[src/rtl/prrtp_pkg.sv]
// Shared types and codes for the priority round-robin task picker.
// Depends on nothing; every other file imports it.
package prrtp_pkg;

  localparam int DEFAULT_TASK_SLOTS = 16;
  localparam int ID_W   = 16;
  localparam int PRI_W  = 8;
  localparam int TIME_W = 32;
  localparam int SLOT_W = 4;
  localparam int ACT_W  = 3;
  localparam int STAT_W = 3;

  localparam logic [ACT_W-1:0] ACT_SCHEDULE = 3'd0;
  localparam logic [ACT_W-1:0] ACT_ADD      = 3'd1;
  localparam logic [ACT_W-1:0] ACT_REMOVE   = 3'd2;
  localparam logic [ACT_W-1:0] ACT_SLEEP    = 3'd3;
  localparam logic [ACT_W-1:0] ACT_YIELD    = 3'd4;

  localparam logic [STAT_W-1:0] STAT_OK        = 3'd0;
  localparam logic [STAT_W-1:0] STAT_FULL      = 3'd1;
  localparam logic [STAT_W-1:0] STAT_ID_TAKEN  = 3'd2;
  localparam logic [STAT_W-1:0] STAT_NONE      = 3'd3;
  localparam logic [STAT_W-1:0] STAT_NOT_USED  = 3'd4;

  // A running task is held as ready: the two are never told apart.
  typedef enum logic [1:0] {
    SLOT_FREE  = 2'd0,
    SLOT_READY = 2'd1,
    SLOT_WAIT  = 2'd2,
    SLOT_YIELD = 2'd3
  } slot_state_t;

  typedef struct packed {
    slot_state_t             state;
    logic [ID_W-1:0]         id;
    logic [PRI_W-1:0]        priority_lvl;
    logic [TIME_W-1:0]       wake;
  } entry_t;

endpackage

[src/rtl/prrtp_if.sv]
// Request and response channel interfaces of the task picker.
// Depends on prrtp_pkg for field widths.
interface prrtp_req_if
  import prrtp_pkg::*;
  ();
  logic              valid;
  logic              ready;
  logic [ACT_W-1:0]  action;
  logic [ID_W-1:0]   task_id;
  logic [PRI_W-1:0]  task_priority;
  logic [SLOT_W-1:0] slot;
  logic [TIME_W-1:0] now_us;
  logic [TIME_W-1:0] duration_us;
  modport source (output valid, action, task_id, task_priority, slot, now_us, duration_us,
                  input ready);
  modport sink (input valid, action, task_id, task_priority, slot, now_us, duration_us,
                output ready);
endinterface

interface prrtp_rsp_if
  import prrtp_pkg::*;
  ();
  logic              valid;
  logic              ready;
  logic [STAT_W-1:0] status;
  logic [SLOT_W-1:0] chosen_slot;
  logic [ID_W-1:0]   chosen_id;
  logic [PRI_W-1:0]  chosen_priority;
  modport source (output valid, status, chosen_slot, chosen_id, chosen_priority,
                  input ready);
  modport sink (input valid, status, chosen_slot, chosen_id, chosen_priority,
                output ready);
endinterface

[src/rtl/prrtp_cell.sv]
// One task slot cell of the rotating ring.
// Depends on prrtp_pkg for the entry type.
module prrtp_cell
  import prrtp_pkg::*;
(
  input  logic   clk,
  input  logic   rst,
  input  logic   shift,
  input  entry_t from_next,
  input  logic   wr,
  input  entry_t wr_data,
  output entry_t q
);

  // Shift loads the neighbor's entry; a write applies only when not shifting.
  always_ff @(posedge clk) begin
    if (rst) begin
      q.state <= SLOT_FREE;
    end else if (shift) begin
      q <= from_next;
    end else if (wr) begin
      q <= wr_data;
    end
  end

endmodule

[src/rtl/priority_round_robin_task_picker.sv]
// Top level of the priority round-robin task picker.
// Depends on prrtp_pkg, prrtp_if and prrtp_cell.
//
// The task table lives in a ring of TASK_SLOTS cells. Each request transaction
// rotates the ring once all the way around, one cell per clock, so every slot
// passes the head cell exactly once and the ring ends aligned again. The head
// logic applies the action to the slot passing by (wake test, yield release,
// remove, sleep or yield mark, duplicate and free search, best pick) and feeds
// the updated entry into the tail. A new task is written into its free slot in
// the cycle after the rotation. A transaction passes from acceptance through the
// scan, finish and hold states to a registered response. The response sits in
// an output register, and a new request is taken while a response still waits
// to be taken. The running task is kept as a ready entry plus the current slot
// register.
module priority_round_robin_task_picker
  import prrtp_pkg::*;
#(
  parameter int TASK_SLOTS = DEFAULT_TASK_SLOTS
) (
  input logic          clk,
  input logic          rst,
  prrtp_req_if.sink    req,
  prrtp_rsp_if.source  rsp
);

  localparam int SW = (TASK_SLOTS > 1) ? $clog2(TASK_SLOTS) : 1;
  localparam int CW = (SW > SLOT_W) ? SW : SLOT_W;
  localparam logic [SW-1:0] LAST = SW'(TASK_SLOTS - 1);

  typedef enum logic [1:0] {
    ST_IDLE,
    ST_SCAN,
    ST_FINISH,
    ST_HOLD
  } fsm_t;

  fsm_t state;

  // Captured request.
  logic [ACT_W-1:0]  op_action;
  logic [ID_W-1:0]   op_id;
  logic [PRI_W-1:0]  op_pri;
  logic [SLOT_W-1:0] op_slot;
  logic [TIME_W-1:0] op_now;
  logic [TIME_W-1:0] op_wake;

  logic [SW-1:0] step;
  logic [SW-1:0] cur_slot;
  logic          cur_valid;

  // Results gathered while the ring turns.
  logic             found;
  logic [SW-1:0]    best;
  logic [SW-1:0]    best_dist;
  logic [ID_W-1:0]  best_id;
  logic [PRI_W-1:0] best_pri;
  logic             free_found;
  logic [SW-1:0]    free_slot;
  logic             dup;
  logic             hit;
  logic [ID_W-1:0]  hit_id;
  logic [PRI_W-1:0] hit_pri;

  // Response waiting for the output register.
  logic [STAT_W-1:0] res_status;
  logic [SLOT_W-1:0] res_slot;
  logic [ID_W-1:0]   res_id;
  logic [PRI_W-1:0]  res_pri;

  entry_t ring_q [TASK_SLOTS];
  entry_t head;
  entry_t head_next;
  entry_t new_entry;
  logic   shift;
  logic   add_wr;

  logic              wait_due;
  logic [TIME_W-1:0] wake_diff;
  logic [SW:0]       dist_wide;
  logic [SW-1:0]     rr_dist;
  logic              eligible;
  logic              better;
  logic              slot_match;
  logic              cur_match;

  assign head  = ring_q[0];
  assign shift = (state == ST_SCAN);

  assign new_entry.state        = SLOT_READY;
  assign new_entry.id           = op_id;
  assign new_entry.priority_lvl = op_pri;
  assign new_entry.wake         = '0;

  assign add_wr = (state == ST_FINISH) && (op_action == ACT_ADD) && free_found && !dup;

  genvar k;
  generate
    for (k = 0; k < TASK_SLOTS; k++) begin : g_cell
      entry_t nb;
      if (k == TASK_SLOTS - 1) begin : g_tail
        assign nb = head_next;
      end else begin : g_mid
        assign nb = ring_q[k+1];
      end
      prrtp_cell u_cell (
        .clk      (clk),
        .rst      (rst),
        .shift    (shift),
        .from_next(nb),
        .wr       (add_wr && (free_slot == SW'(k))),
        .wr_data  (new_entry),
        .q        (ring_q[k])
      );
    end
  endgenerate

  // Head cell: the slot numbered step passes here in this cycle.
  always_comb begin
    wake_diff  = head.wake - op_now;
    wait_due   = (head.state == SLOT_WAIT) && ((wake_diff == '0) || wake_diff[TIME_W-1]);
    // Distance in round-robin order from the slot after the current one.
    if (step > cur_slot) begin
      dist_wide = {1'b0, step} - {1'b0, cur_slot} - (SW+1)'(1);
    end else begin
      dist_wide = {1'b0, step} + (SW+1)'(TASK_SLOTS - 1) - {1'b0, cur_slot};
    end
    rr_dist    = dist_wide[SW-1:0];
    eligible   = (head.state == SLOT_READY) || wait_due;
    better     = !found || (head.priority_lvl > best_pri) ||
                 ((head.priority_lvl == best_pri) && (rr_dist < best_dist));
    slot_match = (CW'(step) == CW'(op_slot));
    cur_match  = cur_valid && (step == cur_slot) && (head.state != SLOT_FREE);
    head_next  = head;
    case (op_action)
      ACT_SCHEDULE: begin
        if (wait_due || head.state == SLOT_YIELD) begin
          head_next.state = SLOT_READY;
        end
      end
      ACT_REMOVE: begin
        if (slot_match) begin
          head_next.state = SLOT_FREE;
        end
      end
      ACT_SLEEP: begin
        if (cur_match) begin
          head_next.state = SLOT_WAIT;
          head_next.wake  = op_wake;
        end
      end
      ACT_YIELD: begin
        if (cur_match) begin
          head_next.state = SLOT_YIELD;
        end
      end
      default: begin
        head_next = head;
      end
    endcase
  end

  assign req.ready = (state == ST_IDLE);

  always_ff @(posedge clk) begin
    if (rst) begin
      state     <= ST_IDLE;
      cur_slot  <= '0;
      cur_valid <= 1'b0;
      rsp.valid <= 1'b0;
    end else begin
      // In the hold state the output register is reloaded instead.
      if (rsp.valid && rsp.ready && state != ST_HOLD) begin
        rsp.valid <= 1'b0;
      end
      case (state)
        ST_IDLE: begin
          if (req.valid) begin
            op_action  <= req.action;
            op_id      <= req.task_id;
            op_pri     <= req.task_priority;
            op_slot    <= req.slot;
            op_now     <= req.now_us;
            op_wake    <= req.now_us + req.duration_us;
            step       <= '0;
            found      <= 1'b0;
            free_found <= 1'b0;
            dup        <= 1'b0;
            hit        <= 1'b0;
            state      <= ST_SCAN;
          end
        end
        ST_SCAN: begin
          case (op_action)
            ACT_SCHEDULE: begin
              if (eligible && better) begin
                found     <= 1'b1;
                best      <= step;
                best_dist <= rr_dist;
                best_id   <= head.id;
                best_pri  <= head.priority_lvl;
              end
            end
            ACT_ADD: begin
              if (head.state == SLOT_FREE && !free_found) begin
                free_found <= 1'b1;
                free_slot  <= step;
              end
              if (head.state != SLOT_FREE && head.id == op_id) begin
                dup <= 1'b1;
              end
            end
            ACT_REMOVE: begin
              if (slot_match && head.state != SLOT_FREE) begin
                hit     <= 1'b1;
                hit_id  <= head.id;
                hit_pri <= head.priority_lvl;
              end
            end
            ACT_SLEEP, ACT_YIELD: begin
              if (cur_match) begin
                hit     <= 1'b1;
                hit_id  <= head.id;
                hit_pri <= head.priority_lvl;
              end
            end
            default: begin
              hit <= 1'b0;
            end
          endcase
          step <= step + SW'(1);
          if (step == LAST) begin
            state <= ST_FINISH;
          end
        end
        ST_FINISH: begin
          case (op_action)
            ACT_SCHEDULE: begin
              if (found) begin
                cur_slot   <= best;
                cur_valid  <= 1'b1;
                res_status <= STAT_OK;
                res_slot   <= SLOT_W'(best);
                res_id     <= best_id;
                res_pri    <= best_pri;
              end else begin
                res_status <= STAT_NONE;
                res_slot   <= SLOT_W'(cur_slot);
                res_id     <= '0;
                res_pri    <= '0;
              end
            end
            ACT_ADD: begin
              if (!free_found) begin
                res_status <= STAT_FULL;
                res_slot   <= '0;
                res_id     <= '0;
                res_pri    <= '0;
              end else if (dup) begin
                res_status <= STAT_ID_TAKEN;
                res_slot   <= '0;
                res_id     <= '0;
                res_pri    <= '0;
              end else begin
                res_status <= STAT_OK;
                res_slot   <= SLOT_W'(free_slot);
                res_id     <= op_id;
                res_pri    <= op_pri;
              end
            end
            ACT_REMOVE: begin
              res_slot <= op_slot;
              if (hit) begin
                res_status <= STAT_OK;
                res_id     <= hit_id;
                res_pri    <= hit_pri;
                if (cur_valid && CW'(cur_slot) == CW'(op_slot)) begin
                  cur_valid <= 1'b0;
                end
              end else begin
                res_status <= STAT_NOT_USED;
                res_id     <= '0;
                res_pri    <= '0;
              end
            end
            ACT_SLEEP, ACT_YIELD: begin
              if (hit) begin
                res_status <= STAT_OK;
                res_slot   <= SLOT_W'(cur_slot);
                res_id     <= hit_id;
                res_pri    <= hit_pri;
              end else begin
                res_status <= STAT_NOT_USED;
                res_slot   <= '0;
                res_id     <= '0;
                res_pri    <= '0;
              end
            end
            default: begin
              res_status <= STAT_OK;
              res_slot   <= '0;
              res_id     <= '0;
              res_pri    <= '0;
            end
          endcase
          state <= ST_HOLD;
        end
        ST_HOLD: begin
          if (!rsp.valid || rsp.ready) begin
            rsp.valid           <= 1'b1;
            rsp.status          <= res_status;
            rsp.chosen_slot     <= res_slot;
            rsp.chosen_id       <= res_id;
            rsp.chosen_priority <= res_pri;
            state               <= ST_IDLE;
          end
        end
        default: begin
          state <= ST_IDLE;
        end
      endcase
    end
  end

endmodule

[src/flat_wrapper.sv]
// flat-port wrapper written by rule: the top's interface ports become plain ports
module priority_round_robin_task_picker_flat import prrtp_pkg::*;
#(
  parameter int TASK_SLOTS = DEFAULT_TASK_SLOTS
)
  (clk, rst, req_valid, req_action, req_task_id, req_task_priority, req_slot, req_now_us, req_duration_us, req_ready, rsp_valid, rsp_status, rsp_chosen_slot, rsp_chosen_id, rsp_chosen_priority, rsp_ready);
  prrtp_req_if req_i ();
  prrtp_rsp_if rsp_i ();
  input logic clk;
  input logic rst;
  input wire logic [$bits(req_i.valid)-1:0] req_valid;
  input wire logic [$bits(req_i.action)-1:0] req_action;
  input wire logic [$bits(req_i.task_id)-1:0] req_task_id;
  input wire logic [$bits(req_i.task_priority)-1:0] req_task_priority;
  input wire logic [$bits(req_i.slot)-1:0] req_slot;
  input wire logic [$bits(req_i.now_us)-1:0] req_now_us;
  input wire logic [$bits(req_i.duration_us)-1:0] req_duration_us;
  output wire logic [$bits(req_i.ready)-1:0] req_ready;
  output wire logic [$bits(rsp_i.valid)-1:0] rsp_valid;
  output wire logic [$bits(rsp_i.status)-1:0] rsp_status;
  output wire logic [$bits(rsp_i.chosen_slot)-1:0] rsp_chosen_slot;
  output wire logic [$bits(rsp_i.chosen_id)-1:0] rsp_chosen_id;
  output wire logic [$bits(rsp_i.chosen_priority)-1:0] rsp_chosen_priority;
  input wire logic [$bits(rsp_i.ready)-1:0] rsp_ready;
  assign req_i.valid = req_valid;
  assign req_i.action = req_action;
  assign req_i.task_id = req_task_id;
  assign req_i.task_priority = req_task_priority;
  assign req_i.slot = req_slot;
  assign req_i.now_us = req_now_us;
  assign req_i.duration_us = req_duration_us;
  assign req_ready = req_i.ready;
  assign rsp_valid = rsp_i.valid;
  assign rsp_status = rsp_i.status;
  assign rsp_chosen_slot = rsp_i.chosen_slot;
  assign rsp_chosen_id = rsp_i.chosen_id;
  assign rsp_chosen_priority = rsp_i.chosen_priority;
  assign rsp_i.ready = rsp_ready;
  priority_round_robin_task_picker #(.TASK_SLOTS(TASK_SLOTS)) u_core (.clk(clk), .rst(rst), .req(req_i), .rsp(rsp_i));
endmodule
[config.mk]
export PLATFORM = sky130hd
export DESIGN_NAME = priority_round_robin_task_picker_flat
export DESIGN_NICKNAME = d
export VERILOG_FILES = /design/src/rtl/prrtp_pkg.sv /design/src/rtl/prrtp_if.sv /design/src/rtl/prrtp_cell.sv /design/src/rtl/priority_round_robin_task_picker.sv /design/src/flat_wrapper.sv
export SDC_FILE = /design/constraint.sdc
export NUM_CORES = 1
export LEC_CHECK = 0
export BUFFER_PORTS_ARGS = -buffer_cell sky130_fd_sc_hd__buf_2
export CAP_MARGIN = 15
export CORE_MARGIN = 2
export CORE_UTILIZATION = 65
export CTS_CLUSTER_SIZE = 40
export DETAILED_ROUTE_END_ITERATION = 16
export PLACE_DENSITY_LB_ADDON = 0.12
export SLEW_MARGIN = 20
export SYNTH_ARGS = -nofsm -noshare
export SYNTH_HDL_FRONTEND = slang
export SYNTH_SLANG_ARGS = --single-unit
[constraint.sdc]
create_clock -name clk -period 25.7 [get_ports clk]
set_input_delay 2.57 -clock clk [delete_from_list [all_inputs] [get_ports clk]]
set_output_delay 2.57 -clock clk [all_outputs]
set_load 0.1 [all_outputs]
-- Word-level counts from Yosys, hierarchy flattened
Cells that the tools add are included.
- register bits after elaboration: 1161
- bits of input ports: 99
- word-level logic and storage cells: 344
- $add $sub $neg: 7
- magnitude comparators: 3
- equal/unequal tests: 48
- muxes and demuxes: 93
- bitwise gates (word level): 1
- reduce and logical (&&, ||, !) cells: 98
- operator list (operator ; number):
    $mux W58 ; 32
    $mux W16 ; 6
    $mux W32 ; 2
    $mux W8 ; 6
    $pmux W16 S3 ; 1
    $reduce_bool A2 Y1 ; 20
    $eq A4 B4 Y1 const B ; 9
    $reduce_and A2 Y1 ; 18
    $add A32 B32 Y32 ; 1
    $logic_not A32 Y1 ; 1
    $pmux W16 S2 ; 1
    $sub A32 B32 Y32 ; 1
    $logic_and A1 B1 Y1 ; 30
    $reduce_and A5 Y1 ; 5
    $mux W4 ; 6
    $ne A2 B1 Y1 const B ; 12
    $pmux W8 S3 ; 1
    $mux W2 ; 9
    $eq A16 B16 Y1 ; 1
    $eq A4 B3 Y1 const B ; 4
    $pmux W2 S4 ; 2
    $pmux W4 S4 ; 1
    $pmux W8 S2 ; 1
    $mux W1 ; 15
    other kinds (34) ; 65

-- Depth between registers and ports, before layout
- word-level depth: 10
- depth in mapped cells: 14
- mapped depth without buffers: 14

-- Modules after synthesis
Synthesis repeated with hierarchy kept, for this count alone.
- cell total of the unflattened synthesis: 3185
- area, all modules: 53173.5 um2
- modules (own cells, without submodules) (module ; times used ; cells an instance ; area an instance (um2) ; seq. area each (um2)):
    prrtp_cell ; 16 ; 130 ; 2521.2 ; 1721.7
    priority_round_robin_task_picker ; 1 ; 1105 ; 12834.8 ; 6916.6

-- Worst setup path before layout
OpenSTA, ideal clock, no wires.
- path type: input to register
- start point: input port rst
- end point: register u_core.op_action[0] (enable)
- arrival time: 9873 ps
- required time: 25014 ps
- setup slack: 15141 ps
- cell stages on the path: 3
- buffers on the path: 2
- cells stage by stage: clkbuf_1 > clkbuf_1 > nor3b_1
- cells in the longest elaborated chain, start to end: 2
- RTL lines (what ; line ; text):
    from (decl) ; flat_wrapper.sv:10 ; input logic rst;
    $not A1 Y1 (no source line) ; - ;
    $reduce_and A3 Y1 (no source line) ; - ;
    to (signal assigned) ; priority_round_robin_task_picker.sv:178 ; op_action <= req.action;
    to (decl) ; priority_round_robin_task_picker.sv:40 ; logic [ACT_W-1:0] op_action;
Every way passes these cells.
A chain may end at the register's enable or synchronous reset.

-- Final worst setup path
- start point: input port req_duration_us[0]
- end point: register u_core.op_wake[30] (data pin)
- cells in the longest elaborated chain, start to end: 1
- RTL lines (what ; line ; text):
    from (decl) ; flat_wrapper.sv:17 ; input wire logic [$bits(req_i.duration_us)-1:0] req_duration_us;
    $add A32 B32 Y32 ; priority_round_robin_task_picker.sv:183 ; op_wake <= req.now_us + req.duration_us;
    to (signal assigned) ; priority_round_robin_task_picker.sv:183 ;
    to (decl) ; priority_round_robin_task_picker.sv:45 ; logic [TIME_W-1:0] op_wake;
Every way passes these cells.

==> reports/qor.yml <==
worst_path_largest_cell_delay_ns: 0.62
dp_hpwl_um: 63900
antenna_found_initial: 0
synth.distinct_cells: 80
p_leak_nw: 19.8
numPortBuffers: 131
rsz0062_at_grt: "false"
fin_crit_sh_pct: 19.8
crit_chain: "buf_2 > ha_1 > inv_1 > fa_1 > nor2b_1 > o21ai_1 > a21boi_1 > o311ai_1 > a21oi_1 > o311ai_1 > a21oi_1 > a21o_1 > a21oi_1 > xnor2_1"
ys_seq_area_share_pct: 72.4
cts_root_buffer: "clkbuf_16"
maxCapViolations: 0
slew_headroom_pct: 24.2
worstMarginPinSlew_ns: 1.14
postCtsSetupBuffers: 0
cpMaxStageDelayCell: "o311ai_1"
cts_buffer_depth: 3
drcViolationCount: 0
vias_per_cell: 5.86
powerDensity_nw_per_um2: 109
wl_per_cell_um: 22.2
synth.area.top_cells: "edfxtp_1 (71%), nand2_1 (7.0%), and2_1 (6.4%), ha_1 (2.1%), dfxtp_1 (1.7%)"
setup_tns_ns: 0
p_sw_share_pct: 30.4
required_ns: 26.12
cts_tree: "done"
power_frac_clock_pct: 28.7
p_int_w: 0.00402
dr.pass1.iters: 7
grt_pass1_wl_um: 162000
die-area_um2: 75500
p_sw_w: 0.00176
crit_path_end_kind: "flop"
combPwrFrac_pct: 22.3
cp-start-kind: "input port"
hp-class: "reg2reg"
gp_congestion: 0.917
post-route-util_pct: 72.8
io_pins: 132
totalWireLength_um: 105000
yosys_register_bits: 1161
crit_arrival_ns: 5.52
numCtsBuffers: 111
min_period_ns: 5.10
syn_to_final_growth_pct: 11.2
start_util_pct: 65.5
ys_async_sr_fraction_pct: 0
timing.fmax_ghz: 0.196
post_synth.cell_area_avg_um2: 13.2
vias: 27800
cts.repair.resized: 0
finalHoldViolCount: 0
yosysTopAreaCell: "edfxtp_1"
syn_nets: 3793
synth_ff_type: "edfxtp_1"
synth_most_common_cell: "edfxtp_1"
crit_fanout: 4
worstSetupPathType: "in2reg"
grt_pass1_vias: 28300
chipWidth_um: 275
grt_usage_pct: 28.4
rows: 99
core_um2: 72700
finalPower_w: 0.00577
irDropWorstVdd_mv: 0.104
die_y_um: 275
ctsHoldBuffers: 0
synth_common_cells: "edfxtp_1 (1121), nand2_1 (894), and2_1 (488)"
ant_nets: 0
pwr-share-seq_pct: 49.0
setup_viol: 0
overflow: 0
clock_latency_ns: 0.69
clock-sinks: 1161
num_antenna_cells: 0
clk_pin_slew_ns: 0.06
fin_skew_ns: 0.0568
ctsHtreeMaxLevel: 3
synth-edff-count: 1121
first_iter_violations: 2841
grt_max_degree: 256
final_nets: 3877
ys_warn_count: 0
crit_path_frequent_cell: "a21oi_1"
synth_area_um2: 47600
synth_top_area_share_pct: 70.7
maxSlewViolCount: 0
status: "complete, no violations"
synth_cells: 3610
drive_above_1_share_pct: 9.92
==> flip-flops by register name, summed over array words and instances (netlist names), 16 cells and up <==
signal and count:
u_core.g_cell.u_cell.q 928, u_core.op_now 32, u_core.op_wake 32, u_core.best_id 16, u_core.hit_id 16, u_core.op_id 16, u_core.res_id 16, u_core.rsp.chosen_id 16
==> logic make-up (layout without fill, tap and decap cells) <==
kind of cell	Yosys count	in the layout	synth area share (%)
adder cells (fa/ha/maj)	84	84	2.25
XOR/XNOR	71	71	1.31
flip-flops	1161	1161	72.4
AND/OR/NAND/NOR	1629	1629	16.2
AO/OA/AOI/OAI	346	346	5.24
multiplexers	6	6	0.131
buffers and inverters	313	492	2.50
==> worst max-delay path: cells and delay by family <==
family | cells | cell delay [ns]
buffers and inverters | 2 | 0.18
and+or+nand+nor | 1 | 0.06
xor gates and xnor gates | 1 | 0.08
AOI/OAI and AO/OA | 8 | 2.21
adders and majority gates | 2 | 0.43
==> path summary, 6_finish.rpt <==
kind                                start                 endpoint  slack, ns  cells after the start
max                    req_duration_us[0]       u_core.op_wake[30]      20.60                     14
min                      u_core.res_id[5]  u_core.rsp.chosen_id[5]       0.42                      0
max reg2reg  u_core.g_cell[0].u_cell.q[0]        u_core.best_id[6]      20.99                     14
min reg2reg              u_core.res_id[5]  u_core.rsp.chosen_id[5]       0.42                      0
==> final cells by class <==
class / instances / area (um2)
Timing Repair Buffer: 167 / 978
Clock inverter: 69 / 724
Fill cell: 4672 / 19800
Multi-Input combinational cell: 2136 / 12100
Sequential cell: 1161 / 34500
Clock buffer: 139 / 3000
Inverter: 117 / 439
Tap cell: 959 / 1200
==> power groups by stage <==
stage          Sequential (W)  Clock [W]  Combinational (W)
2_1_floorplan         0.00283          0           0.000893
3_3_place_gp          0.00286          0            0.00124
3_5_place_dp          0.00286          0            0.00128
4_1_cts               0.00283    0.00167            0.00130
5_1_grt               0.00286    0.00174            0.00144
6_report              0.00283    0.00166            0.00129
==> stage by stage <==
step	hold slack [ns]	cells	setup slack (ns)	area [um2]
floorplan	0.400	3610	15.14	47600
global placement	0.408	4538	20.09	49200
detailed placement	0.405	4539	20.06	49200
CTS	0.416	4747	20.74	52900
global route	0.427	4748	20.39	52900
finish	0.416	4748	20.60	52900
==> placed cells by master (no fill, tap or decap), types with 6 or more instances in the layout <==
master,Yosys,routed
a211oi_1,11,11
a21boi_0,35,35
a21o_1,21,21
a21oi_1,76,76
a221oi_1,16,16
a222oi_1,30,30
a22oi_1,17,17
a31oi_1,20,20
and2_1,488,488
buf_2,6,131
buf_4,0,31
bufinv_16,0,12
clkbuf_1,173,20
clkbuf_16,0,114
clkinv_1,0,23
clkinv_2,0,23
dfxtp_1,40,40
edfxtp_1,1121,1121
ha_1,81,80
inv_1,117,117
nand2_1,894,894
nand2b_1,36,36
nand3_1,24,24
nand4_1,16,16
nor2_1,88,72
nor2_4,0,16
nor2b_1,19,18
nor3_1,21,19
o2111ai_1,6,6
o211ai_1,7,7
o21a_1,15,15
o21ai_0,33,33
o31ai_1,6,6
or3_1,9,9
xnor2_1,52,52
xor2_1,19,19
==> metal layers <==
layer	global-route usage [%]	routed length, um
met5	0	0
met1	35.9	41100
met2	50.9	55700
met3	2.97	5040
met4	10.6	3650
(Power assumes the default switching activity.)
